===== src/sv/sem_pkg.sv =====
`default_nettype none

package sem_pkg;

    // register indexes on the configuration port
    localparam logic CFG_IMAGE_WIDTH  = 1'b0;
    localparam logic CFG_IMAGE_HEIGHT = 1'b1;

    // reset values of the frame size registers
    localparam logic [10:0] IMAGE_WIDTH_RESET  = 11'd640;
    localparam logic [10:0] IMAGE_HEIGHT_RESET = 11'd480;

    // result saturation
    localparam logic [7:0] MAG_MAX = 8'd255;

    // controller to datapath
    typedef struct packed {
        logic capture;    // input transfer: latch payload, read line stores
        logic shift;      // shift window, write line stores, step input counters
        logic grad;       // kernels, result position, step output counters
        logic square;     // square both gradients
        logic sum;        // add squares, start root
        logic root_step;  // one bit of the square root
        logic load_out;   // fill output register
    } cmd_t;

    // datapath to controller
    typedef struct packed {
        logic row_full;   // all rows of the frame are in
        logic primed;     // this pixel completes a window
        logic root_last;  // final root bit in progress
    } status_t;

endpackage

`default_nettype wire


===== src/sv/sem_ctrl.sv =====
`default_nettype none

module sem_ctrl (
    input  wire               clk,
    input  wire               rst_n,
    input  wire               in_valid,
    input  wire               flush,
    input  wire               out_stall,
    input  sem_pkg::status_t  status,
    output sem_pkg::cmd_t     cmd,
    output logic              in_stall,
    output logic              out_valid
);

    typedef enum logic [2:0] {
        S_IDLE,
        S_SHIFT,
        S_GRAD,
        S_SQUARE,
        S_SUM,
        S_ROOT,
        S_DONE
    } state_t;

    state_t state_reg;
    state_t state_next;
    logic   out_valid_reg;
    logic   out_valid_next;
    logic   accept;
    logic   out_free;

    assign in_stall  = (state_reg != S_IDLE);
    assign accept    = in_valid && !in_stall;
    assign out_free  = !out_valid_reg || !out_stall;
    assign out_valid = out_valid_reg;

    // next state and commands
    always_comb
    begin
        state_next    = state_reg;
        cmd           = '0;
        cmd.capture   = accept;
        unique case (state_reg)
            S_IDLE:
            begin
                if (accept)
                begin
                    // items that do not fit the frame phase are dropped here
                    if (flush && status.row_full)
                        state_next = S_GRAD;
                    else if (!flush && !status.row_full)
                        state_next = S_SHIFT;
                end
            end
            S_SHIFT:
            begin
                cmd.shift  = 1'b1;
                state_next = status.primed ? S_GRAD : S_IDLE;
            end
            S_GRAD:
            begin
                cmd.grad   = 1'b1;
                state_next = S_SQUARE;
            end
            S_SQUARE:
            begin
                cmd.square = 1'b1;
                state_next = S_SUM;
            end
            S_SUM:
            begin
                cmd.sum    = 1'b1;
                state_next = S_ROOT;
            end
            S_ROOT:
            begin
                cmd.root_step = 1'b1;
                if (status.root_last)
                    state_next = S_DONE;
            end
            S_DONE:
            begin
                if (out_free)
                begin
                    cmd.load_out = 1'b1;
                    state_next   = S_IDLE;
                end
            end
            default:
            begin
                state_next = S_IDLE;
            end
        endcase
    end

    // output valid: set on load, cleared by the downstream transfer
    always_comb
    begin
        out_valid_next = out_valid_reg;
        if (cmd.load_out)
            out_valid_next = 1'b1;
        else if (out_valid_reg && !out_stall)
            out_valid_next = 1'b0;
    end

    always_ff @(posedge clk or negedge rst_n)
    begin
        if (!rst_n)
        begin
            state_reg     <= S_IDLE;
            out_valid_reg <= 1'b0;
        end
        else
        begin
            state_reg     <= state_next;
            out_valid_reg <= out_valid_next;
        end
    end

endmodule

`default_nettype wire


===== config.mk =====
export PLATFORM = sky130hd
export DESIGN_NAME = sem_ctrl
export DESIGN_NICKNAME = d
export VERILOG_FILES = /design/src/sv/sem_pkg.sv /design/src/sv/sem_ctrl.sv
export SDC_FILE = /design/constraint.sdc
export NUM_CORES = 1
export LEC_CHECK = 0
export BUFFER_PORTS_ARGS = -buffer_cell sky130_fd_sc_hd__buf_2
export CELL_PAD_IN_SITES_DETAIL_PLACEMENT = 0
export CELL_PAD_IN_SITES_GLOBAL_PLACEMENT = 1
export CORE_AREA = 2 2 39 41
export CTS_CLUSTER_SIZE = 30
export DETAILED_ROUTE_END_ITERATION = 7
export DIE_AREA = 0 0 41 43
export PLACE_DENSITY = 0.63
export SLEW_MARGIN = 20
export SYNTH_ARGS = -nofsm -noshare
export SYNTH_HDL_FRONTEND = slang
export SYNTH_SLANG_ARGS = --single-unit

===== constraint.sdc =====
create_clock -name clk -period 2.7 [get_ports clk]
set_clock_uncertainty 0.2 [all_clocks]
set_input_delay 0.27 -clock clk [delete_from_list [all_inputs] [get_ports clk]]
set_output_delay 0.27 -clock clk [all_outputs]
set_load 0.03 [all_outputs]

### After elaboration in Yosys (flattened, before gate mapping)

Cells that the tools add are included.

* flip-flop bits (word level): 4
* bits in latches: 0
* output and inout bits: 9
* RAM bits: 0
* input port bits: 8
* logic and storage cells: 42
* memory bits (read-only): 0
* memories: 0

* order comparisons: 0
* equality and inequality tests: 10
* multiply operators: 0
* divide/modulo/power cells: 0
* mux-type cells: 16
* bitwise operators: 0
* shift-type cells: 0
* add/subtract/negate cells: 0
* reductions and logical operators: 14

Operators by type and width (number)
* $pmux 3 s7: 1
* $mux 3: 5
* $eq 3x3->1 const B: 3
* $mux 1: 9
* $eq 3x2->1 const B: 2
* $ne 2x2->1 const B: 3
* $logic_not 1->1: 5
* $logic_and 1x1->1: 4
* $reduce_and 4->1: 1
* $eq 3x1->1 const B: 1
* $logic_not 3->1: 1
* $ne 3x3->1 const B: 1
* $reduce_bool 3->1: 1
* $mux 2: 1
* $reduce_bool 2->1: 1
* $logic_or 1x1->1: 1

### Logic depth before layout (Yosys ltp)

Gate-level depths: netlist of run 1.

* depth in word-level cells: 6
* depth in mapped cells: 4
* depth with buffers taken out: 4

### Least setup slack after synthesis of run 1

No wires, ideal clock.

* kind: register to output
* start point: reg state_reg[2]
* end point: out cmd[6] (netlist bit)
* cell stages (with the launch flop): 5
* setup slack: 1.071 ns
* arrival time: 1.159 ns
* buffers on the path: 2
* required time: 2.230 ns
* cells stage by stage: dfrtp_1 > buf_6 > or3_4 > nor2_1 > buf_4

* cells in the longest elaborated chain, start to end: 3

RTL lines
* from (decl): line sem_ctrl.sv:25 `state_t state_reg;`
* from (signal assigned): line sem_ctrl.sv:115 `state_reg <= state_next;`
* $reduce_bool 3->1: line sem_ctrl.sv:32 `assign in_stall = (state_reg != S_IDLE);`
* via in_stall: line sem_ctrl.sv:11 `output logic in_stall,`
* $logic_not 1->1: line sem_ctrl.sv:33 `assign accept = in_valid && !in_stall;`
* $logic_and 1x1->1: line sem_ctrl.sv:33
* to (decl): line sem_ctrl.sv:10 `output sem_pkg::cmd_t cmd,`

The timed path passes the listed nets, and every way through them passes these cells.

==> impl_results.md, run 1 <==
- Worst min path class: input port to register
- Largest delay contributor family on the critical path: simple AND/OR/NAND/NOR gates
- Initial DRT Pass Iterations: 2
- Layout area overhead: 36.3%
- Largest area contributor in the netlist: dfrtp_1
- Hold WS: 0.114 ns
- Outcome: complete, no violations
- TritonCTS clock tree: yes
- Worst-Margin Slew: 0.355 ns
- Layout cell share with drive strength beyond 1: 43.1%
- Slew Viols, Final: 0
- Slowest stage delay, CP: 0.44 ns
- Finished Cell Area: 399 um2
- Die Span Y: 43 um
- Grt total ovfl: 0
- DRC: 0
- Die width: 41 um
- CP bufs+invs: 1
- Peak Freq: 0.526 GHz
- Most frequent cells in the layout: buf_2 (16), nor2_1 (5), dfrtp_1 (4), nand2b_1 (3), clkbuf_4 (3)
- All-Layer GR Usage: 9.06%
- Worst Path Arrival: 1.43 ns
- Critical path class: register to output pin
- Port Buf Inserts: 16
- Critical path, cell by cell: nand2b_1, or2_1, a21oi_2, buf_2
- Largest register FFs: 3
- Vias in the first global route: 270
- FP Rows: 14
- CP required: 2.23 ns
- RSZ-0062 raised after global routing: no
- Gpl congestion: 0.674
- Worst Setup Start Kind: register
- Initial antenna violation count: 0
- Synthesized Nets: 43
- TritonCTS Buffers: 3
- Clk_lat worst skew: 0.23 ns
- Fin crit period: 1.90 ns
- Drt initial violations: 2
- Die area: 0.00176 mm2
- Worst slew margin: 76.3%
- Routed vias/inst: 4.34
- Clock Root Buffer: clkbuf_4
- Routed Antenna Nets: 0
- Largest cells by area after synthesis: dfrtp_1 (34%), nand2b_1 (6.4%), nor2_1 (6.4%), buf_4 (5.1%), ha_1 (4.3%)
- Max H-tree Level: 1
- Post-DP HPWL: 496 um
- Register area share after synthesis: 34.2%
- ANT cells: 0
- Mapped cell area: 293 um2
- Final Cycle Share: 70.4%
- Final hold vios: 0
- WL final: 614 um
- MaxCap Viol Count: 0
- Setup TNS Final: 0 ns
- Worst vdd ir: 285 uV
- CTS clk-pin slew, worst paths: 0.04 ns
- Power Density: 1130 mW/mm2
- Synth top area share: 34.2%
- Most common cell after layout, fill and taps aside: buf_2
- Postcts setup bufs: 0
- CTS sink cnt: 4
- Nets@finish: 62
- Average size of a mapped cell: 8.61 um2
- Initial Util: 21.2%
- DP Area: 367 um2
- Slowest CP cell: dfrtp_1
- I/O Pins: 17
- Unique cell type count in the Yosys netlist: 22
- P_leak: 0.225 nW
- Post-Synthesis Cells: 34
- First-pass GRT wire length: 1050 um
- Core area: 0.00138 mm2
- Syn. warnings: 0
- Critical-path maximum fanout: 8
- Flop and latch count out of synthesis: 4
- CP endpoint kind: output pin
- WL/cell: 9.16 um
- # setup viols final: 0
- Clock buffer depth: 2
- Vias: 291
- Largest net degree at the start of global routing: 12
layout make-up:
class | instances | area, um2
fill | 160 | 985
clock buffer | 3 | 22.5
multi-input combinational | 25 | 159
timing repair buffer | 17 | 90.1
tap | 16 | 20.0
inverter | 2 | 7.51
sequential | 4 | 100
path summary, 6_finish.rpt:
path | start | to | slack, ns | cells past startpoint
max | state_reg[0] | cmd[0] | 0.80 | 4
min in group asynchronous | rst_n | out_valid | 0.17 | 2
min | out_stall | out_valid | 0.11 | 3
max in group asynchronous | rst_n | state_reg[2] | 2.00 | 2
min reg2reg | out_valid | out_valid | 0.35 | 2
max reg2reg | state_reg[2] | state_reg[1] | 1.33 | 3
cells by family after synthesis:
family,synth area share (%)
flip-flops,34.2
AO/OA/AOI/OAI,15.0
multiplexers,3.42
AND/OR/NAND/NOR,31.6
adder cells (fa/ha/maj),4.27
buffers and inverters,11.5
report_power, final:
group / switching [W] / total, W / internal [W]
clock network: 0.0000216 / 0.0000712 / 0.0000495
logic: 0.000156 / 0.000249 / 0.0000933
registers: 0.0000460 / 0.000130 / 0.0000840
metal layers:
metal | wire, um | GRT usage (%) | share of wire [%]
met5 | 0 | 0 | 0
met4 | 0 | 6.00 | 0
met3 | 42 | 4.71 | 6.8
met2 | 309 | 11.9 | 50
met1 | 262 | 11.0 | 43
worst register-to-register path: stages, from the launching register on:
cell and delay, ns:
dfrtp_1 0.54, mux2i_1 0.23, nor2_1 0.05, a211o_1 0.23
cell usage after synthesis:
cell type,number
a211o_1,1
a21o_1,1
a21oi_1,1
a21oi_2,1
a221oi_1,1
and3_1,1
buf_4,2
buf_6,1
dfrtp_1,4
ha_1,1
inv_1,1
inv_2,1
mux2i_1,1
nand2_1,2
nand2b_1,3
nor2_1,5
nor3_1,2
nor3b_1,1
nor4_1,1
o21ai_0,1
or2_1,1
or3_4,1
through the flow:
stage / instances / power, W / setup WS, ns / util, %
final: 67 / 0.000450 / 0.798 / 28.8
after floorplan: 34 / 0.000335 / 1.07 / -
after detailed placement: 63 / 0.000382 / 1.03 / 26.5
after global placement: 63 / 0.000386 / 1.03 / 26.5
after global routing: 67 / 0.000497 / 0.667 / 28.8
after CTS: 67 / 0.000458 / 0.782 / 28.8
timing repair:
item / 4_1_cts / 5_1_grt
gates resized for setup: 0 / 0
hold endpoints to repair: 4 / 0
hold buffers: 1 / 0
setup endpoints to repair: 0 / 0
(Power assumes the default switching activity.)
==> run 2, diff against run 1 <==
- ABC_AREA: unset -> 1
- CORE_AREA: 2 2 39 41 -> unset
- CORE_MARGIN: unset -> 2
- CORE_UTILIZATION: unset -> 25
- DIE_AREA: 0 0 41 43 -> unset
- PLACE_DENSITY: 0.63 -> 0.71
- clock period: 2.7 -> 1.65 ns (I/O delays scaled with it)
==> run 2 against run 1 <==
Net effect: register-to-register slack worse by 0.95 ns; critical path type unchanged; largest power group unchanged; sequential power up 65%; total power is 100% higher; first-iteration DRC count is 100% higher; critical endpoint is now cmd[6]; flip-flop and latch count unchanged.
==> impl_results.md, run 2 <==
- Clk_lat worst skew: 0.23 ns (about the same)
- Finished Cell Area: 504 um2 (+26%)
- Reg-to-reg critical path startpoint: state_reg[0]
- Drt initial violations: 4 (+2)
- Die Span Y: 42.9 um (-0.14%)
- Power Density: 1790 mW/mm2 (+59%)
- Most common cell after layout, fill and taps aside: nand2_1
- Grt total ovfl: 0 (unchanged)
- Largest area contributor in the netlist: dfrtp_1
- DRC: 0 (unchanged)
- Max H-tree Level: 1 (unchanged)
- Peak Freq: 0.634 GHz
- Worst vdd ir: 396 uV (+39%)
- Count leader, synth: nand2_1
- Beginning of the worst hold path: status[0]
- Psw: 0.000487 W (+120%)
- Gate power share: 63.5% (+8.2 points)
- Largest net degree at the start of global routing: 10 (-2)
- Clock buffer depth: 2 (unchanged)
- WL final: 759 um (+24%)
- Layout area overhead: 33.0%
- Worst Setup Start Kind: register
- Initial antenna violation count: 0 (unchanged)
- Worst slew margin: 87.0% (+11 points)
- Synthesized Nets: 69 (+60%)
- TritonCTS Buffers: 3 (unchanged)
- Vias in the first global route: 333 (+23%)
- Final hold vios: 0 (unchanged)
- First-pass GRT wire length: 1320 um (+26%)
- Slowest stage delay, CP: 0.47 ns (+0.03 ns)
- Mapped cell area: 379 um2 (+29%)
- Routed Antenna Nets: 0 (unchanged)
- Worst slack, placed: 0.185 ns (-0.848 ns)
- ANT cells: 0 (unchanged)
- DP Area: 449 um2 (+23%)
- Die width: 42.9 um (+4.7%)
- Final Cycle Share: 95.7%
- EDFF count, synth: 0 (unchanged)
- Routed vias/inst: 4.24 (-2.3%)
- Initial Util: 25.8% (+4.6 points)
- Clock power frac: 12.7% (-3.1 points)
- Worst setup margin: 0.0715 ns (-0.727 ns)
- Outcome: complete, no violations
- Initial DRT Pass Iterations: 4 (+2)
- Worst Path Arrival: 1.21 ns (-0.22 ns)
- CTS sink cnt: 4 (unchanged)
- TritonCTS clock tree: yes
- FP Rows: 14 (unchanged)
- Switching portion of total power: 54.0% (+4.4 points)
- P_leak: 0.350 nW (+55%)
- Largest cells by area after synthesis: dfrtp_1 (26%), nand2_1 (20%), inv_1 (9.9%), nand3_1 (9.2%), buf_6 (5.9%)
- Critical-path maximum fanout: 9 (+1)
- Average size of a mapped cell: 6.32 um2 (-27%)
- Fin crit period: 1.58 ns
- CP Launch Point: state_reg[0]
- Die area: 0.00184 mm2 (+4.6%)
- Tot Pwr: 0.000902 W (+100%)
- Setup TNS Final: 0 ns (unchanged)
- Post-Synthesis Cells: 60 (+76%)
- CP endpoint kind: output pin
- MaxCap Viol Count: 0 (unchanged)
- Critical path class: register to output pin
- Largest register FFs: 3 (unchanged)
- Most frequent cells in the layout: nand2_1 (20), buf_2 (14), inv_1 (10), nand3_1 (7), clkbuf_4 (4)
- CP required: 1.28 ns (-0.95 ns)
- Register area share after synthesis: 26.4% (-7.8 points)
- Slew Viols, Final: 0 (unchanged)
- RSZ-0062 raised after global routing: no
- Gpl congestion: 0.740 (+9.8%)
- WL/cell: 8.07 um (-12%)
- Ys async rst share: 100% (unchanged)
- Internal Power: 0.000414 W (+83%)
- Post-synth top cells: nand2_1 (20), inv_1 (10), nand3_1 (7)
- Post-DP HPWL: 620 um (+25%)
- Core area: 0.00147 mm2 (+6.3%)
- Core Util, Final: 34.3% (+5.4 points)
- Reg power frac: 23.8% (-5.1 points)
- I/O Pins: 17 (unchanged)
- Unique cell type count in the Yosys netlist: 15 (-32%)
- Port Buf Inserts: 16 (unchanged)
- Nets@finish: 89 (+44%)
- All-Layer GR Usage: 9.36% (+0.30 points)
- Slowest CP cell: dfrtp_2
- Worst-Margin Slew: 0.196 ns (-0.160 ns)
- Most common flop cell mapped by yosys: dfrtp_1
- CTS clk-pin slew, worst paths: 0.04 ns (about the same)
- Layout cell share with drive strength beyond 1: 39.7% (-3.4 points)
- Worst min path class: input port to register
- Clock Root Buffer: clkbuf_4
- # setup viols final: 0 (unchanged)
- Syn. warnings: 0 (unchanged)
- Flop and latch count out of synthesis: 4 (unchanged)
- Synth top area share: 26.4% (-7.8 points)
- Vias: 399 (+37%)
- Critical path, cell by cell: nor2_4, nand2_1, nor2_1, clkbuf_4
==> run 2: cell types whose count changed after synthesis, sizes merged, moves of 2 or more <==
cell / before / now
a21oi: 2 / 0
inv: 2 / 13
nand2: 2 / 21
nand2b: 3 / 0
nand3: 0 / 8
nand4: 0 / 2
nor3: 2 / 0
==> run 2: path summary, 6_finish.rpt <==
path	cells after the start	to	slack, ns
max	4	cmd[6]	0.07
min in group asynchronous	2	state_reg[1]	0.07
min	4	state_reg[0]	0.03
min reg2reg	2	out_valid	0.30
max in group asynchronous	2	state_reg[0]	1.05
max reg2reg	6	state_reg[2]	0.38
==> run 2: final cells by class <==
class | instances | area, um2
fill | 178 | 967
multi-input combinational | 39 | 198
timing repair buffer | 19 | 113
sequential | 4 | 103
inverter | 13 | 48.8
clock buffer | 3 | 22.5
tap | 16 | 20.0
==> run 2: through the flow <==
stage | hold WS, ns | std cells
CTS | 0.0416 | 94
floorplan | -0.331 | 60
detailed placement | -0.228 | 89
finish | 0.0334 | 94
global route | 0.0611 | 94
global placement | -0.228 | 89
==> run 2: what timing repair did <==
item / in CTS / in global routing
gates resized for setup: 1 / 5
cloned: 0 / 0
endpoints found under the hold margin: 5 / 0
hold buffers: 2 / 0
endpoints found under the setup margin: 2 / 3
pin swaps: 0 / 1
buffers inserted: 0 / 0
==> run 2: per-layer routing <==
| layer | global-route usage [%] | wire length (um) |
|---|---|---|
| met1 | 12.0 | 345 |
| met2 | 14.8 | 383 |
| met3 | 1.28 | 31 |
| met4 | 5.45 | 0 |
| met5 | 0 | 0 |
==> run 2: cell families (layout without fill, tap and decap cells) <==
group | Yosys count | count (layout) | share of synthesized area (%)
flip-flops | 4 | 4 | 26.4
buffers and inverters | 17 | 35 | 22.8
AND/OR/NAND/NOR | 37 | 37 | 46.2
adder cells (fa/ha/maj) | 1 | 1 | 3.30
AO/OA/AOI/OAI | 1 | 1 | 1.32
==> run 2: worst max-delay path, delay by kind of cell (launching register included) <==
| kind | cells | cell delay [ns] |
|---|---|---|
| and+or+nand+nor | 3 | 0.33 |
| buffers and inverters | 1 | 0.19 |
| DFF | 1 | 0.47 |
==> run 2: power groups by stage <==
stage               clock network (W)  registers (W)  logic (W)
CTS                          0.000117       0.000208   0.000575
global route                 0.000127       0.000222   0.000640
detailed placement                  0       0.000202   0.000563
global placement                    0       0.000201   0.000566
floorplan                           0       0.000180   0.000495
finish                       0.000114       0.000215   0.000573
==> run 3, diff against run 2 <==
- ABC_AREA: 1 -> unset
- CORE_AREA: unset -> 2 2 39 41
- CORE_MARGIN: 2 -> unset
- CORE_UTILIZATION: 25 -> unset
- DIE_AREA: unset -> 0 0 41 43
- PLACE_DENSITY: 0.71 -> 0.65
==> run 3 against run 2 <==
Net effect: the run now ends with setup timing left; non-clock buffer count up 5; flip-flop and latch count is the same; worst setup slack lost 0.091 ns; clock power increased by 6%; combinational power is 12% higher; global-route usage rose by 0.40 points; largest cell class unchanged.
==> impl_results.md, run 3 (synthesis gave the netlist of run 1 again) <==
- RSZ-0062 raised after global routing: yes
- Die width: 41 um (-4.5%)
- # fillers: 148 (-17%)
- Slowest CP cell: dfrtp_2
- Vias in the first global route: 306 (-8.1%)
- Hold endpoint: out_valid
- Largest delay contributor family on the critical path: simple AND/OR/NAND/NOR gates
- CP bufs+invs: 1 (unchanged)
- Vias: 332 (-17%)
- Worst min path class: input port to register
- MaxCap Viol Count: 0 (unchanged)
- Post-DP HPWL: 564 um (-9.0%)
- Gpl congestion: 0.706 (-4.6%)
- Finished Cell Area: 507 um2 (+0.50%)
- Worst setup margin: -0.0193 ns (-0.0909 ns)
- Grt total ovfl: 0 (unchanged)
- DRC: 0 (unchanged)
- Routed Antenna Nets: 0 (unchanged)
- Initial Util: 21.2% (-4.6 points)
- Drt initial violations: 4 (unchanged)
- Met3 wire len: 54 um (+74%)
- Routed metal-1 wirelength: 303 um (-12%)
- # setup viols final: 1 (+1)
- Final hold vios: 0 (unchanged)
- Most common cell after layout, fill and taps aside: buf_2
- Die Span Y: 43 um (+0.14%)
- TritonCTS clock tree: yes
- Final Cycle Share: 101% (+5.5 points)
- CTS sink cnt: 4 (unchanged)
- Worst-Margin Slew: 0.218 ns (+0.0220 ns)
- ANT cells: 0 (unchanged)
- Power Density: 1880 mW/mm2 (+5.0%)
- All-Layer GR Usage: 9.76% (+0.40 points)
- P_leak: 0.269 nW (-23%)
- CP endpoint kind: output pin
- Beginning of the worst hold path: out_stall
- Clk_lat worst skew: 0.24 ns (about the same)
- Worst Setup Start Kind: register
- Slowest stage delay, CP: 0.43 ns (-0.04 ns)
- R2r endpoint: state_reg[1]
- Fin crit period: 1.67 ns (+0.0909 ns)
- Critical path class: register to output pin
- Worst hold path depth: 3 (-1)
- Top Layer Used: met3
- DP Area: 382 um2 (-15%)
- Worst Path Arrival: 1.30 ns (+0.09 ns)
- Clock buffer depth: 2 (unchanged)
- CP required: 1.28 ns (about the same)
- Initial DRT Pass Iterations: 4 (unchanged)
- WL/cell: 10.4 um (+29%)
- Largest register FFs: 3 (unchanged)
- FP Rows: 14 (unchanged)
- Reg-to-reg critical path startpoint: state_reg[2]
- Port Buf Inserts: 16 (unchanged)
- Critical path, cell by cell: or3_4, nor2_4, buf_6
- Core area: 0.00138 mm2 (-6.0%)
- Clock Root Buffer: clkbuf_4
- Critical-path maximum fanout: 4 (-5)
- Met2 wire length: 412 um (+7.6%)
- Peak Freq: 0.599 GHz (-5.4%)
- Slew Viols, Final: 0 (unchanged)
- First-pass GRT wire length: 1150 um (-13%)
- I/O Pins: 17 (unchanged)
- CTS clk-pin slew, worst paths: 0.04 ns (about the same)
- Nets@finish: 69 (-22%)
- Layout area overhead: 73.1%
- Layout cell share with drive strength beyond 1: 63.8% (+24 points)
- Setup TNS Final: -0.0193 ns (-0.0193 ns)
- R2r setup slk: 0.29 ns (-0.09 ns)
- Die area: 0.00176 mm2 (-4.4%)
- Placed cells: 65 (-27%)
- Max H-tree Level: 1 (unchanged)
- Most frequent cells in the layout: buf_2 (11), buf_4 (10), nor2_1 (3), clkbuf_4 (3)
- WL final: 771 um (+1.6%)
- Worst vdd ir: 488 uV (+23%)
- Routed vias/inst: 4.49 (+5.7%)
- Failing checks: setup timing
- Outcome: finished, violations left
- Final cell count without fillers: 74 (-21%)
- Largest net degree at the start of global routing: 8 (-2)
- Core Util, Final: 36.6% (+2.3 points)
- Worst slew margin: 85.4% (-1.6 points)
- Initial antenna violation count: 0 (unchanged)
- Length in cells of the worst reg-to-reg path: 4 (-2)
- TritonCTS Buffers: 3 (unchanged)
==> run 3: worst register-to-register path, cell delays in order (launching register included) <==
cell and delay (ns):
dfrtp_2 0.40, buf_4 0.17, mux2i_1 0.18, nor2_1 0.05, a211o_1 0.22
==> run 3: area by class of cell <==
cell class                 count  area [um2]  share of cell area, %
inverter                       2        7.51                   1.48
timing repair buffer          24         163                   32.1
clock buffer                   3        22.5                   4.44
multi-input combinational     25         191                   37.8
tap                           16        20.0                   3.95
sequential                     4         103                   20.2
==> run 3: worst max-delay path by stage <==
stage            startpoint     end  depth (start not counted)
2_1_floorplan  state_reg[2]  cmd[6]                          4
3_3_place_gp   state_reg[0]  cmd[0]                          4
3_5_place_dp   state_reg[0]  cmd[0]                          4
4_1_cts        state_reg[1]  cmd[6]                          3
5_1_grt        state_reg[1]  cmd[6]                          3
6_report       state_reg[1]  cmd[6]                          3
==> run 3: timing repair <==
| action | CTS | global route |
|---|---|---|
| endpoints found under the setup margin | 2 | 6 |
| gates resized for setup | 8 | 9 |
| hold buffers | 1 | 0 |
| pin swaps | 3 | 5 |
| endpoints found under the hold margin | 4 | 0 |
| buffers inserted | 3 | 3 |
==> run 3: report_power, final <==
group	leakage (nW)	total, W	switching [W]	internal (W)
Sequential	0.0492	0.000189	0.0000474	0.000142
Clock	0.0138	0.000121	0.0000401	0.0000814
Combinational	0.207	0.000641	0.000349	0.000292
Total	0.269	0.000951	0.000436	0.000515
==> run 3: through the flow <==
| stage | total power [W] | setup WS (ns) | hold slack (ns) |
|---|---|---|---|
| 2_1_floorplan | 0.000548 | 0.126 | -0.331 |
| 3_3_place_gp | 0.000661 | 0.167 | -0.225 |
| 3_5_place_dp | 0.000662 | 0.163 | -0.226 |
| 4_1_cts | 0.000880 | -0.0369 | 0.00346 |
| 5_1_grt | 0.00102 | -0.0643 | 0.0101 |
| 6_report | 0.000951 | -0.0193 | 0.000910 |
==> run 3: layer usage <==
layer  up-vias  track usage (%)
met3         0             4.71
met1       155             11.0
met2        11             15.0
met4         0             4.00
met5         -                0
li1        166                -
